--- config.mk ---
export PLATFORM = sky130hd
export DESIGN_NAME = sip_div_cell
export DESIGN_NICKNAME = d
export VERILOG_FILES = /design/src/rtl/core/sip_pkg.sv /design/src/rtl/core/sip_div_cell.sv
export SDC_FILE = /design/constraint.sdc
export NUM_CORES = 1
export LEC_CHECK = 0
export BUFFER_PORTS_ARGS = -buffer_cell sky130_fd_sc_hd__buf_2
export CAP_MARGIN = 15
export CORE_ASPECT_RATIO = 1.75
export CORE_MARGIN = 2
export CORE_UTILIZATION = 55
export CTS_CLUSTER_DIAMETER = 120
export DETAILED_ROUTE_END_ITERATION = 7
export GPL_ROUTABILITY_DRIVEN = 1
export PLACE_DENSITY = 0.94
export SLEW_MARGIN = 20
export SYNTH_ARGS = -nofsm -noshare
export SYNTH_HDL_FRONTEND = slang
export SYNTH_SLANG_ARGS = --single-unit
export TNS_END_PERCENT = 50
--- constraint.sdc ---
create_clock -name clk_i -period 1.9 [get_ports clk_i]
set_clock_uncertainty 0.05 [all_clocks]
set_input_delay 0.38 -clock clk_i [delete_from_list [all_inputs] [get_ports clk_i]]
set_output_delay 0.38 -clock clk_i [all_outputs]
set_load 0.01 [all_outputs]
--- src/rtl/core/sip_pkg.sv ---
// ----------------------------------------------------------------------------
// sip_pkg: shared types and constants for segment_intersection_point
// Default coordinate width and the control word carried down the pipeline.
// ----------------------------------------------------------------------------
package sip_pkg;

  localparam int COORD_BITS_DEFAULT = 16;

  typedef struct packed {
    logic valid;
    logic hit;
    logic neg_x;
    logic neg_y;
  } sip_ctl_t;

endpackage

--- src/rtl/core/sip_div_cell.sv ---
// ----------------------------------------------------------------------------
// sip_div_cell: one quotient bit of the crossing division
// Trial-subtracts the shifted denominator from both remainders and passes
// the word on to the next cell.
// ----------------------------------------------------------------------------
module sip_div_cell
  import sip_pkg::*;
#(
  parameter int COORD_BITS = COORD_BITS_DEFAULT,
  parameter int BIT_POS    = 0
) (
  input  logic                      clk_i,
  input  logic                      rst_ni,
  input  logic                      en_i,
  input  sip_ctl_t                  ctl_i,
  input  logic [2*COORD_BITS+2:0]   den_i,
  input  logic [3*COORD_BITS+3:0]   rem_x_i,
  input  logic [3*COORD_BITS+3:0]   rem_y_i,
  input  logic [COORD_BITS:0]       q_x_i,
  input  logic [COORD_BITS:0]       q_y_i,
  output sip_ctl_t                  ctl_o,
  output logic [2*COORD_BITS+2:0]   den_o,
  output logic [3*COORD_BITS+3:0]   rem_x_o,
  output logic [3*COORD_BITS+3:0]   rem_y_o,
  output logic [COORD_BITS:0]       q_x_o,
  output logic [COORD_BITS:0]       q_y_o
);

  localparam int NW = 3 * COORD_BITS + 4;
  localparam int QB = COORD_BITS + 1;

  logic [NW-1:0] dsh;
  logic          ge_x, ge_y;
  logic          vld_q;
  logic [2:0]    flg_q;
  logic [2*COORD_BITS+2:0] den_q;
  logic [NW-1:0] rx_q, ry_q;
  logic [QB-1:0] qx_q, qy_q;

  assign dsh  = NW'(den_i) << BIT_POS;
  assign ge_x = rem_x_i >= dsh;
  assign ge_y = rem_y_i >= dsh;

  always_ff @(posedge clk_i or negedge rst_ni) begin
    if (!rst_ni) begin
      vld_q <= 1'b0;
    end else if (en_i) begin
      vld_q <= ctl_i.valid;
    end
  end

  always_ff @(posedge clk_i) begin
    if (en_i) begin
      flg_q <= {ctl_i.hit, ctl_i.neg_x, ctl_i.neg_y};
      den_q <= den_i;
      rx_q  <= ge_x ? rem_x_i - dsh : rem_x_i;
      ry_q  <= ge_y ? rem_y_i - dsh : rem_y_i;
      qx_q  <= q_x_i | (QB'(ge_x) << BIT_POS);
      qy_q  <= q_y_i | (QB'(ge_y) << BIT_POS);
    end
  end

  assign ctl_o   = '{valid: vld_q, hit: flg_q[2], neg_x: flg_q[1], neg_y: flg_q[0]};
  assign den_o   = den_q;
  assign rem_x_o = rx_q;
  assign rem_y_o = ry_q;
  assign q_x_o   = qx_q;
  assign q_y_o   = qy_q;

endmodule

==> metrics.yaml, run 1 <==
clocking:
  clock-sinks: 177
  cts-root-buf: "clkbuf_16"
  clk_path_buf_depth: 2
  cts_buffers: 17
  cts_max_level: 4
yosys:
  synthAdderAreaFrac_pct: 8.11
  synthTopCellsByArea: "edfxtp_1, ha_1, o21ai_0"
  yosysWarnings: 0
  synth-xor-area-share_pct: 7.44
  ys_seq_area_share_pct: 47.0
  ys_seq_elements: 177
  synth_fp_nets: 1397
  yosys.area.top_type: "edfxtp_1"
  synth_top_area_share_pct: 46.8
  yosys.area_share.simple_pct: 16.4
  synth-compound-area-share_pct: 17.1
  syn_area_per_cell_um2: 9.86
  syn-cell-area_mm2: 0.0113
  synth_top_family_by_area: "compound AO/OA/AOI/OAI gates"
  synthArstFlopShare_pct: 0.565
  synthCells: 1145
  synth_edf_count: 176
  synth_flop_cell: "edfxtp_1"
  yosysUniqueCellTypes: 69
  synth.area.mux_share_pct: 0.288
run_status:
  status: "aborted with a tool error"
  error_line: "[ERROR GRT-0116] Global routing finished with congestion. Check the congestion regions in the DRC Viewer."
  haltStage: "global routing"
floorplan:
  ioPinCount: 357
  row_count: 69
  start_util_pct: 55.9
  die_y_um: 194
  die_w_um: 112
grt:
  first_global_vias: 18400
  grt_overflow: 211
  grt_use_total_pct: 74.1
  grt_max_degree: 42
  grt_pass1_wl_um: 124000
placement:
  port-buffer-count: 356
  dp_hpwl_um: 37000
  gp_congestion: 1.06
synthesized netlist by cell type, types with 11 or more instances:
cell type  number
a21o_1         18
a21oi_1        94
clkbuf_1       35
edfxtp_1      176
ha_1           70
inv_1          55
nand2_1       144
nand2b_1       19
nand3_1        12
nand4_1        29
nor2_1         60
nor2b_1        12
nor3_1         21
nor4_1         22
o211ai_1       11
o21ai_0       126
xnor2_1        43
xor2_1         51
routing by layer:
layer  overflow  track usage [%]
met3          2             55.7
met2        122             93.9
met4         85             76.7
met1          2             72.4
met5          0             11.3
what timing repair did:
| action | in CTS |
|---|---|
| buffers inserted | 45 |
| hold endpoints to repair | 1 |
| setup endpoints to repair | 106 |
| gates cloned | 9 |
| hold buffers | 1 |
| pin swaps | 89 |
| resized for setup | 320 |
through the flow:
step | setup WS [ns] | cell area [µm²] | instances | utilization [%]
after floorplan | -0.968 | 11800 | 1145 | -
after global placement | -1.25 | 16300 | 2052 | 80.8
after detailed placement | -1.43 | 16300 | 2052 | 80.8
after CTS | -0.806 | 18700 | 2137 | 92.6
cells by family after synthesis:
family / Yosys count
compound gates: 328
mux: 3
fa+ha+maj: 72
buf+inv: 101
xor+xnor: 95
flops: 177
simple gates: 369
==> run 2: changes to the inputs <==
--- a/config.mk
+++ b/config.mk
@@ -7,13 +7,11 @@
 export LEC_CHECK = 0
 export BUFFER_PORTS_ARGS = -buffer_cell sky130_fd_sc_hd__buf_2
 export CAP_MARGIN = 15
-export CORE_ASPECT_RATIO = 1.75
 export CORE_MARGIN = 2
-export CORE_UTILIZATION = 55
-export CTS_CLUSTER_DIAMETER = 120
+export CORE_UTILIZATION = 40
 export DETAILED_ROUTE_END_ITERATION = 7
 export GPL_ROUTABILITY_DRIVEN = 1
-export PLACE_DENSITY = 0.94
+export PLACE_DENSITY_LB_ADDON = 0.15
 export SLEW_MARGIN = 20
 export SYNTH_ARGS = -nofsm -noshare
 export SYNTH_HDL_FRONTEND = slang
==> run 2 against run 1 <==
Compared with the run above:
- the flow now finishes, with violations (negative setup slack)
- synthesized area is the same
- synthesized cell count is the same
==> metrics.yaml, run 2 <==
detailed_routing:
  dr.pass1.iters: 5
  drc: 0
  vias: 12000
  wl_per_cell_um: 19.0
  routed_wl_um: 43700
  via_per_inst: 5.24
  drt_first_iter_violations: 695
  postRouteAntennaNets: 0
sta:
  tightest_slew_ns: 0.484
  rsz0062_at_grt: "true"
  setup_tns_ns: -62.66
  slew_violations: 0
  finalSetupViolCount: 106
  holdWs_ns: 0.0562
  fin_ws_ns: -0.746
  fin_crit_ns: 2.65
  maxSlewHeadroom_pct: 67.5
  hold_viol_final: 0
  fin_crit_sh_pct: 139
  max_clock_freq_mhz: 378
worst_hold_path:
  min_path_type: "input port to flip-flop"
  hold_path_depth: 1
grt:
  first_global_vias: 12100
  grt_max_degree: 37
  grt_overflow: 0
  grt_pass1_wl_um: 64000
  grt_use_total_pct: 28.6
  antenna_found_initial: 9
floorplan:
  core_mm2: 0.0278
  ioPinCount: 357  # unchanged
  dieArea_mm2: 0.0296
  die_y_um: 172  # -11%
  row_count: 61  # -12%
  die_w_um: 172  # +53%
  start_util_pct: 40.6  # -15 points
setup_path:
  cp.arrival_ns: 2.79
  cpMostUsedCell: "buf_4"
  cp_slowest_cell: "nor4_4"
  max_stage_delay_ns: 0.33
  crit_type: "input port to flip-flop"
  cp-end-kind: "flip-flop"
  cp.required_ns: 2.04
  cp-start-kind: "input port"
  path_cells: "buf_2 -> ha_4 -> nand4_1 -> buf_4 -> nor4_4 -> nand2b_4 -> buf_4 -> a21oi_4 -> nor3_4 -> buf_4 -> a211oi_4 -> nor4b_4 -> xor2_1"
  rr_worst_depth: 1
  crit_fanout: 6
yosys:
  yosys.area.top_type: "edfxtp_1"
  synthCells: 1145  # unchanged
  syn_area_per_cell_um2: 9.86  # unchanged
  synth_top_cells_by_count: "edfxtp_1, nand2_1, o21ai_0"
  synth.most_common_cell: "edfxtp_1"
  yosysUniqueCellTypes: 69  # unchanged
  synth_edf_count: 176  # unchanged
  syn-cell-area_mm2: 0.0113  # unchanged
  synth_fp_nets: 1397  # unchanged
  synthTopCellsByArea: "edfxtp_1, ha_1, o21ai_0"
  ys_seq_elements: 177  # unchanged
  synth_top_area_share_pct: 46.8  # unchanged
  synthArstFlopShare_pct: 0.565  # unchanged
  synth_flop_cell: "edfxtp_1"
  ys_seq_area_share_pct: 47.0  # unchanged
  yosysWarnings: 0  # unchanged
clocking:
  clock-sinks: 177  # unchanged
  cts_buffers: 17  # unchanged
  clkLatencyLatePin_ns: 0.44
  clkTransAtPathRegs_ns: 0.07
  clk_path_buf_depth: 2  # unchanged
  tritoncts: "done"
  cts-root-buf: "clkbuf_16"
  cts_max_level: 4  # unchanged
pwr:
  cellLeakagePower_nw: 8.36
  power_density_mw_per_mm2: 681
  vdd_drop_max_uv: 378
layout:
  layout_common_cells: "buf_4, buf_2, edfxtp_1"
  stdcell_count: 2299
  layout-drive-gt1-share_pct: 56.3
  layout_commonest_cell: "buf_4"
  syn_to_final_growth_pct: 72.3
  nets: 2154
  post-route-util_pct: 70.0
placement:
  port-buffer-count: 356  # unchanged
  placed_cells: 2209  # +7.7%
  dp_hpwl_um: 33500  # -9.5%
  place_ws_ns: -1.48  # -0.0500 ns
  gp_congestion: 0.937  # -12%
run_status:
  status: "complete, but fails checks"
  violations: "negative setup slack"
flow_run:
  maxCapViolCount: 0
-- run 2: cell counts after synthesis --
Identical to the previous run, type by type.
-- run 2: stage by stage --
step	power, W	area [µm²]
5_1_grt	0.0138	19400
3_3_place_gp	0.00891	16700
4_1_cts	0.0130	18700
3_5_place_dp	0.00895	16700
2_1_floorplan	0.00685	11800
6_report	0.0132	19500
-- run 2: what timing repair did --
item / CTS / global route
setup endpoints to repair: 106 / 106
endpoints found under the hold margin: 1 / 0
hold buffers: 1 / 0
resized for setup: 272 / 161
buffers inserted: 28 / 22
pin swaps: 88 / 68
gates cloned: 3 / 2
-- run 2: where the power goes --
| part | total [W] | switching (W) | internal [W] |
|---|---|---|---|
| Combinational | 0.00452 | 0.00233 | 0.00219 |
| Clock | 0.00373 | 0.00175 | 0.00198 |
| Sequential | 0.00499 | 0.000135 | 0.00486 |
| Total | 0.0132 | 0.00421 | 0.00903 |
-- run 2: kinds of logic (layout without fill, tap and decap cells) --
| group | Yosys count | count (layout) | share of synthesized area, % |
|---|---|---|---|
| adders and majority gates | 72 | 72 | 8.11 |
| buffers and inverters | 101 | 871 | 3.54 |
| other | 0 | 6 | 0 |
| muxes | 3 | 3 | 0.288 |
| DFF | 177 | 177 | 47.0 |
| and+or+nand+nor | 369 | 369 | 16.4 |
| xor gates and xnor gates | 95 | 95 | 7.44 |
| AOI/OAI and AO/OA | 328 | 328 | 17.1 |
-- run 2: cell type report --
cell class,instances,area (µm²)
multi-input combinational,867,7220
clock inverter,15,175
clock buffer,17,425
inverter,55,290
sequential,177,5310
tap,378,473
antenna,6,15.0
fill,2193,8330
timing repair buffer,784,5550
-- run 2: final timing paths --
check,startpoint,slack (ns),endpoint
setup / recovery,rem_x_i[27],-0.75,rem_x_o[45]$_DFFE_PP_
min in group asynchronous,rst_ni,0.20,vld_q$_DFFE_PN0P_
setup reg to reg,vld_q$_DFFE_PN0P_,1.11,vld_q$_DFFE_PN0P_
max in group asynchronous,rst_ni,1.51,vld_q$_DFFE_PN0P_
hold / removal,q_x_i[5],0.06,q_x_o[5]$_DFFE_PP_
hold reg to reg,vld_q$_DFFE_PN0P_,0.46,vld_q$_DFFE_PN0P_
-- run 2: routing by layer --
metal | vias to the layer above | track usage [%] | share of wire, %
li1 | 5775 | - | -
met1 | 5725 | 33.3 | 40
met2 | 456 | 50.5 | 50
met3 | 85 | 6.50 | 7.1
met4 | 6 | 12.5 | 3.6
met5 | - | 0 | 0.078
-- run 2: critical path: cells and delay by family --
family          cells  cell delay [ns]
compound gates      2             0.46
buf+inv             4             0.64
fa+ha+maj           1             0.31
simple gates        5             0.89
xor+xnor            1             0.09
No activity file was read; power rests on OpenSTA's default activity.
==> run 3: changes to the inputs <==
--- a/config.mk
+++ b/config.mk
@@ -7,6 +7,7 @@
 export LEC_CHECK = 0
 export BUFFER_PORTS_ARGS = -buffer_cell sky130_fd_sc_hd__buf_2
 export CAP_MARGIN = 15
+export CORE_ASPECT_RATIO = 1.5
 export CORE_MARGIN = 2
 export CORE_UTILIZATION = 40
 export DETAILED_ROUTE_END_ITERATION = 7
==> run 3 against run 2 <==
Compared with the run above:
- fmax down 1.0%
- largest cell class unchanged
- sequential share of layout area up 0.30 points
- flip-flop and latch count unchanged
- critical endpoint is now rem_x_o[43]$_DFFE_PP_
- utilization down 0.98 points
- non-clock buffer count down 15
- critical path type unchanged
- the run still ends with negative setup slack left
- total power down 0.97%
- clock power down 3%
==> metrics.yaml, run 3 (synthesis gave the netlist of run 2 again) <==
run_status:
  status: "complete, but fails checks"
  violations: "negative setup slack"
pwr:
  power_density_mw_per_mm2: 682  # +0.11%
  power.switching_w: 0.00422  # +0.19%
  swShare_pct: 32.2  # +0.37 points
  cellLeakagePower_nw: 8.26  # -1.2%
  vdd_drop_max_uv: 735  # +95%
  p_int_w: 0.00890  # -1.5%
  comb_power_share_pct: 34.4  # +0.3 points
  power_w: 0.0131  # -0.97%
  power_frac_seq_pct: 38.1  # +0.4 points
  p_clk_share_pct: 27.6  # -0.6 points
setup_path:
  crit_family: "simple AND/OR/NAND/NOR gates"
  cp.arrival_ns: 2.84  # +0.05 ns
  cp-end-kind: "flip-flop"
  crit_buf_inv: 3  # -1
  path_cells: "buf_8 -> clkinvlp_4 -> ha_4 -> nand2_4 -> or4_4 -> nand2b_4 -> buf_6 -> a21oi_4 -> nor3_4 -> and2_4 -> or4_4 -> xnor2_2"
  cp-start-kind: "input port"
  max_stage_delay_ns: 0.49  # +0.16 ns
  cp.required_ns: 2.07  # +0.03 ns
  crit_type: "input port to flip-flop"
  cp_slowest_cell: "or4_4"
  cpMostUsedCell: "or4_4"
  crit_fanout: 6  # unchanged
layout:
  fillers: 2138  # -2.5%
  post-route-util_pct: 69.0  # -0.98 points
  layout_commonest_cell: "buf_4"
  layout_common_cells: "buf_4, buf_2, edfxtp_1"
  nets: 2139  # -0.70%
  ff_latch_area_mm2: 0.00531  # unchanged
  syn_to_final_growth_pct: 70.5
  layout-drive-gt1-share_pct: 55.8  # -0.50 points
  multiInputGateArea_mm2: 0.00721  # about the same
sta:
  tightest_slew_ns: 0.529  # +0.0456 ns
  holdWs_ns: 0.0394  # -0.0167 ns
  fin_crit_sh_pct: 141  # +1.5 points
  maxSlewHeadroom_pct: 64.3  # -3.1 points
  setup_tns_ns: -63.13  # -0.476 ns
  hold_viol_final: 0  # unchanged
  slew_violations: 0  # unchanged
  rsz0062_at_grt: "true"
  max_clock_freq_mhz: 374  # -1.0%
  fin_ws_ns: -0.773  # -0.0276 ns
  fin_crit_ns: 2.67  # +0.0276 ns
  finalSetupViolCount: 106  # unchanged
detailed_routing:
  drc: 0  # unchanged
  via_per_inst: 5.36  # +2.3%
  postRouteAntennaNets: 0  # unchanged
  vias: 12100  # +0.11%
  wl_per_cell_um: 19.5  # +2.7%
  routed_wl_um: 43900  # +0.47%
  drt_first_iter_violations: 582  # -16%
  dr.pass1.iters: 8  # +3
floorplan:
  start_util_pct: 40.5  # -0.13 points
  die_y_um: 210  # +22%
  die_w_um: 141  # -18%
  ioPinCount: 357  # unchanged
  core_mm2: 0.0279  # +0.32%
  row_count: 75  # +23%
  dieArea_mm2: 0.0296  # about the same
flow_run:
  maxCapViolCount: 0  # unchanged
clocking:
  cts_max_level: 4  # unchanged
  cts-root-buf: "clkbuf_16"
  cts_buffers: 17  # unchanged
  clk_path_buf_depth: 2  # unchanged
  clkLatencyLatePin_ns: 0.46  # +0.02 ns
  clock-sinks: 177  # unchanged
  tritoncts: "done"
  clkTransAtPathRegs_ns: 0.07  # about the same
placement:
  port-buffer-count: 356  # unchanged
  gp_congestion: 0.915  # -2.3%
  dp_hpwl_um: 33200  # -0.85%
grt:
  grt_use_met3_pct: 5.52  # -0.98 points
  first_global_vias: 11800  # -2.6%
  grt_max_degree: 64  # +73%
  busiest_layer: "met2"
  met1_usage_pct: 28.9  # -4.4 points
  grt_pass1_wl_um: 61800  # -3.3%
  met2_usage_pct: 50.2  # -0.38 points
  antenna_found_initial: 5  # -4
  grt_use_total_pct: 27.4  # -1.3 points
  grt_overflow: 0  # unchanged
worst_hold_path:
  min_path_type: "input port to flip-flop"
run 3: cell count changes in the layout (fill, tap and decap cells not counted), sizes merged, moves of 2 or more:
cell / before / now
buf: 781 / 760
diode: 6 / 3
clkbuf: 19 / 25
inv: 61 / 59
clkinvlp: 3 / 7
run 3: through the flow:
stage,instance area [µm²],instances,worst slack (ns)
after CTS,17700,2204,-0.783
after detailed placement,16500,2152,-1.36
after floorplan,11800,1145,-0.968
after global routing,19200,2247,-0.812
after global placement,16500,2152,-1.35
final,19200,2249,-0.773
run 3: worst paths after layout:
check | startpoint | endpoint | slack (ns) | cells after the start
setup / recovery | den_i[19] | rem_x_o[43]$_DFFE_PP_ | -0.77 | 12
setup reg to reg | vld_q$_DFFE_PN0P_ | vld_q$_DFFE_PN0P_ | 1.07 | 1
hold / removal | q_y_i[1] | q_y_o[1]$_DFFE_PP_ | 0.04 | 1
max in group asynchronous | rst_ni | vld_q$_DFFE_PN0P_ | 1.55 | 2
hold reg to reg | vld_q$_DFFE_PN0P_ | vld_q$_DFFE_PN0P_ | 0.51 | 1
min in group asynchronous | rst_ni | vld_q$_DFFE_PN0P_ | 0.17 | 2
run 3: per-layer routing:
metal  routed length, µm  up-vias
met3                2710      133
met5                  32        -
li1                    -     5751
met4                2730        4
met1               15900     5694
met2               22600      478
run 3: power by group through the flow:
| stage | Clock [W] | Combinational, W | Sequential (W) |
|---|---|---|---|
| 3_3_place_gp | 0 | 0.00381 | 0.00507 |
| 4_1_cts | 0.00369 | 0.00402 | 0.00500 |
| 5_1_grt | 0.00381 | 0.00484 | 0.00503 |
| 3_5_place_dp | 0 | 0.00384 | 0.00508 |
| 2_1_floorplan | 0 | 0.00155 | 0.00531 |
| 6_report | 0.00361 | 0.00451 | 0.00499 |
run 3: area by class of cell:
type	instances	area share, %
flip-flops and latches	177	27.6
clock buffers	17	2.21
clock inverters	15	0.858
multi-input cells	867	37.5
well taps	346	2.25
diodes	3	0.0390
inverters	55	1.40
repair buffers	769	28.1
run 3: repair_timing:
| item | CTS | global route |
|---|---|---|
| hold endpoints to repair | 1 | 0 |
| pin swaps | 32 | 85 |
| hold buffers | 1 | 0 |
| gates cloned | 2 | 10 |
| setup buffers | 17 | 34 |
| gates resized for setup | 83 | 304 |
| setup endpoints to repair | 106 | 106 |
==> run 4: changes to the inputs <==
--- a/config.mk
+++ b/config.mk
@@ -5,12 +5,12 @@
 export SDC_FILE = /design/constraint.sdc
 export NUM_CORES = 1
 export LEC_CHECK = 0
-export BUFFER_PORTS_ARGS = -buffer_cell sky130_fd_sc_hd__buf_2
 export CAP_MARGIN = 15
 export CORE_ASPECT_RATIO = 1.5
 export CORE_MARGIN = 2
 export CORE_UTILIZATION = 40
 export DETAILED_ROUTE_END_ITERATION = 7
+export DONT_BUFFER_PORTS = 1
 export GPL_ROUTABILITY_DRIVEN = 1
 export PLACE_DENSITY_LB_ADDON = 0.15
 export SLEW_MARGIN = 20
==> constraint.sdc (replaced) <==
create_clock -name clk_i -period 2.8 [get_ports clk_i]
set_clock_uncertainty 0.05 [all_clocks]
set_input_delay 0.56 -clock clk_i [delete_from_list [all_inputs] [get_ports clk_i]]
set_output_delay 0.56 -clock clk_i [all_outputs]
set_load 0.01 [all_outputs]
==> run 4 against run 3 <==
Compared with the run above:
- the run now ends clean
- clock power is 31% lower
- clock-buffer cell count stayed put
- final area is 23% lower
- hold slack better by 0.10 ns
- critical path depth is 3 lower
- first-iteration DRC count is 4.8% higher
- utilization is 16 points lower
- critical path type unchanged
- largest cell class unchanged
- highest routed layer is now met4
==> metrics.yaml, run 4 (synthesis gave the netlist of run 2 again) <==
placement:
  gp_congestion: 0.915  # about the same
  dp_hpwl_um: 30800  # -7.1%
  port-buffer-count: 0  # -100%
  placed_cells: 1719  # -20%
  dpl_cell_area_mm2: 0.0141  # -15%
floorplan:
  dieArea_mm2: 0.0296  # unchanged
  ioPinCount: 357  # unchanged
  row_count: 75  # unchanged
  die_w_um: 141  # unchanged
  die_y_um: 210  # unchanged
  start_util_pct: 40.5  # unchanged
  core_mm2: 0.0279  # unchanged
layout:
  n_antenna_cell: 0  # -3
  nets: 1649  # -23%
  post-route-cell-area_mm2: 0.0149  # -23%
  syn_to_final_growth_pct: 32.0
  stdcell_count: 1756  # -22%
  layout-drive-gt1-share_pct: 28.7  # -27 points
  layout_common_cells: "buf_4, edfxtp_1, nand2_1"
  layout_commonest_cell: "buf_4"
  fillers: 2466  # +15%
  post-route-util_pct: 53.5  # -16 points
sta:
  max_clock_freq_mhz: 367
  maxSlewHeadroom_pct: 61.8  # -2.6 points
  slew_violations: 0  # unchanged
  hold_viol_final: 0  # unchanged
  finalSetupViolCount: 0  # -100%
  fin_crit_sh_pct: 97.4
  rsz0062_at_grt: "true"
  tightest_slew_ns: 0.567  # +0.0380 ns
  fin_crit_ns: 2.73
clocking:
  cts_max_level: 4  # unchanged
  clock-sinks: 177  # unchanged
  clkTransAtPathRegs_ns: 0.08  # about the same
  clkLatencyLatePin_ns: 0.44  # -0.02 ns
  tritoncts: "done"
  clk_path_buf_depth: 2  # unchanged
  cts_buffers: 17  # unchanged
  cts-root-buf: "clkbuf_16"
pwr:
  vdd_drop_max_uv: 425  # -42%
  power_density_mw_per_mm2: 533  # -22%
  cellLeakagePower_nw: 5.85  # -29%
grt:
  antenna_found_initial: 0  # -5
  grt_use_total_pct: 25.2  # -2.2 points
  grt_overflow: 0  # unchanged
  grt_pass1_wl_um: 55900  # -9.6%
  first_global_vias: 10000  # -15%
  grt_max_degree: 178  # +180%
setup_path:
  path_cells: "inv_1 -> ha_1 -> a21oi_1 -> o21ai_0 -> o21ai_2 -> a31oi_2 -> a311o_1 -> or4_4 -> xnor2_2"
  cp-end-kind: "flip-flop"
  cp_slowest_cell: "or4_4"
  cp.required_ns: 2.97  # +0.90 ns
  cp-start-kind: "input port"
  crit_fanout: 6  # unchanged
  max_stage_delay_ns: 0.50  # about the same
  crit_type: "input port to flip-flop"
  cp.arrival_ns: 2.90  # +0.06 ns
detailed_routing:
  via_per_inst: 5.50  # +2.6%
  routed_wl_um: 37700  # -14%
  vias: 9663  # -20%
  drt_first_iter_violations: 610  # +4.8%
  postRouteAntennaNets: 0  # unchanged
  wl_per_cell_um: 21.4  # +9.9%
  drc: 0  # unchanged
  dr.pass1.iters: 6  # -2
run_status:
  status: "complete, no violations"
flow_run:
  maxCapViolCount: 0  # unchanged
worst_hold_path:
  min_path_type: "input port to flip-flop"
run 4: cell count changes in the layout (fill, tap and decap cells not counted), sizes merged:
cell      previous run  this run
buf                760       278
clkinvlp             7         0
clkbuf              25        17
diode                3         0
clkinv               3         5
inv                 59        64
run 4: worst paths after layout:
kind | end | start | slack (ns) | cells after the start
max reg2reg | vld_q$_DFFE_PN0P_ | vld_q$_DFFE_PN0P_ | 1.95 | 1
min reg2reg | vld_q$_DFFE_PN0P_ | vld_q$_DFFE_PN0P_ | 0.54 | 1
min | den_o[21]$_DFFE_PP_ | den_i[21] | 0.14 | 0
max | rem_x_o[43]$_DFFE_PP_ | den_i[10] | 0.07 | 9
max in group asynchronous | vld_q$_DFFE_PN0P_ | rst_ni | 2.33 | 1
min in group asynchronous | vld_q$_DFFE_PN0P_ | rst_ni | 0.27 | 1
run 4: metal layers:
metal	vias to the layer above	global-route usage (%)	part of all wire [%]
met2	386	46.6	53
met4	0	11.4	3.8
met5	-	0	0
li1	4753	-	-
met1	4466	25.9	35
met3	58	7.53	8.1
run 4: final cells by class:
cell class | count | area (µm²) | share of cell area [%]
clock buffer | 17 | 425 | 2.86
clock inverter | 15 | 185 | 1.24
inverter | 55 | 246 | 1.65
multi-input combinational | 867 | 6090 | 40.9
sequential | 177 | 5310 | 35.6
tap | 346 | 433 | 2.91
timing repair buffer | 279 | 2210 | 14.8
run 4: worst max-delay path: cells and delay by family:
family / cells / cell delay (ns)
and+or+nand+nor: 1 / 0.50
xor gates and xnor gates: 1 / 0.14
adders and majority gates: 1 / 0.34
AOI/OAI and AO/OA: 5 / 1.18
buffers and inverters: 1 / 0.17
run 4: where the power goes:
group | total (W) | switching (W) | internal (W)
registers | 0.00361 | 0.000289 | 0.00332
clock network | 0.00248 | 0.00119 | 0.00129
logic | 0.00185 | 0.000949 | 0.000903
run 4: timing repair:
item | 4_1_cts | 5_1_grt
endpoints found under the setup margin | 2 | 63
gates resized for setup | 2 | 32
pin swaps | 1 | 11
hold buffers | 1 | 0
setup buffers | 1 | 3
endpoints found under the hold margin | 1 | 0
gates cloned | 0 | 0
run 4: through the flow:
stage	TNS (ns)	hold WS (ns)	total power, W	setup WS, ns
finish	0	0.139	0.00794	0.0732
CTS	0	0.118	0.00797	0.0119
global route	-0.316	0.120	0.00830	-0.0420
detailed placement	-31.47	0.214	0.00548	-0.604
floorplan	-9.62	0.214	0.00465	-0.248
global placement	-29.37	0.214	0.00548	-0.544
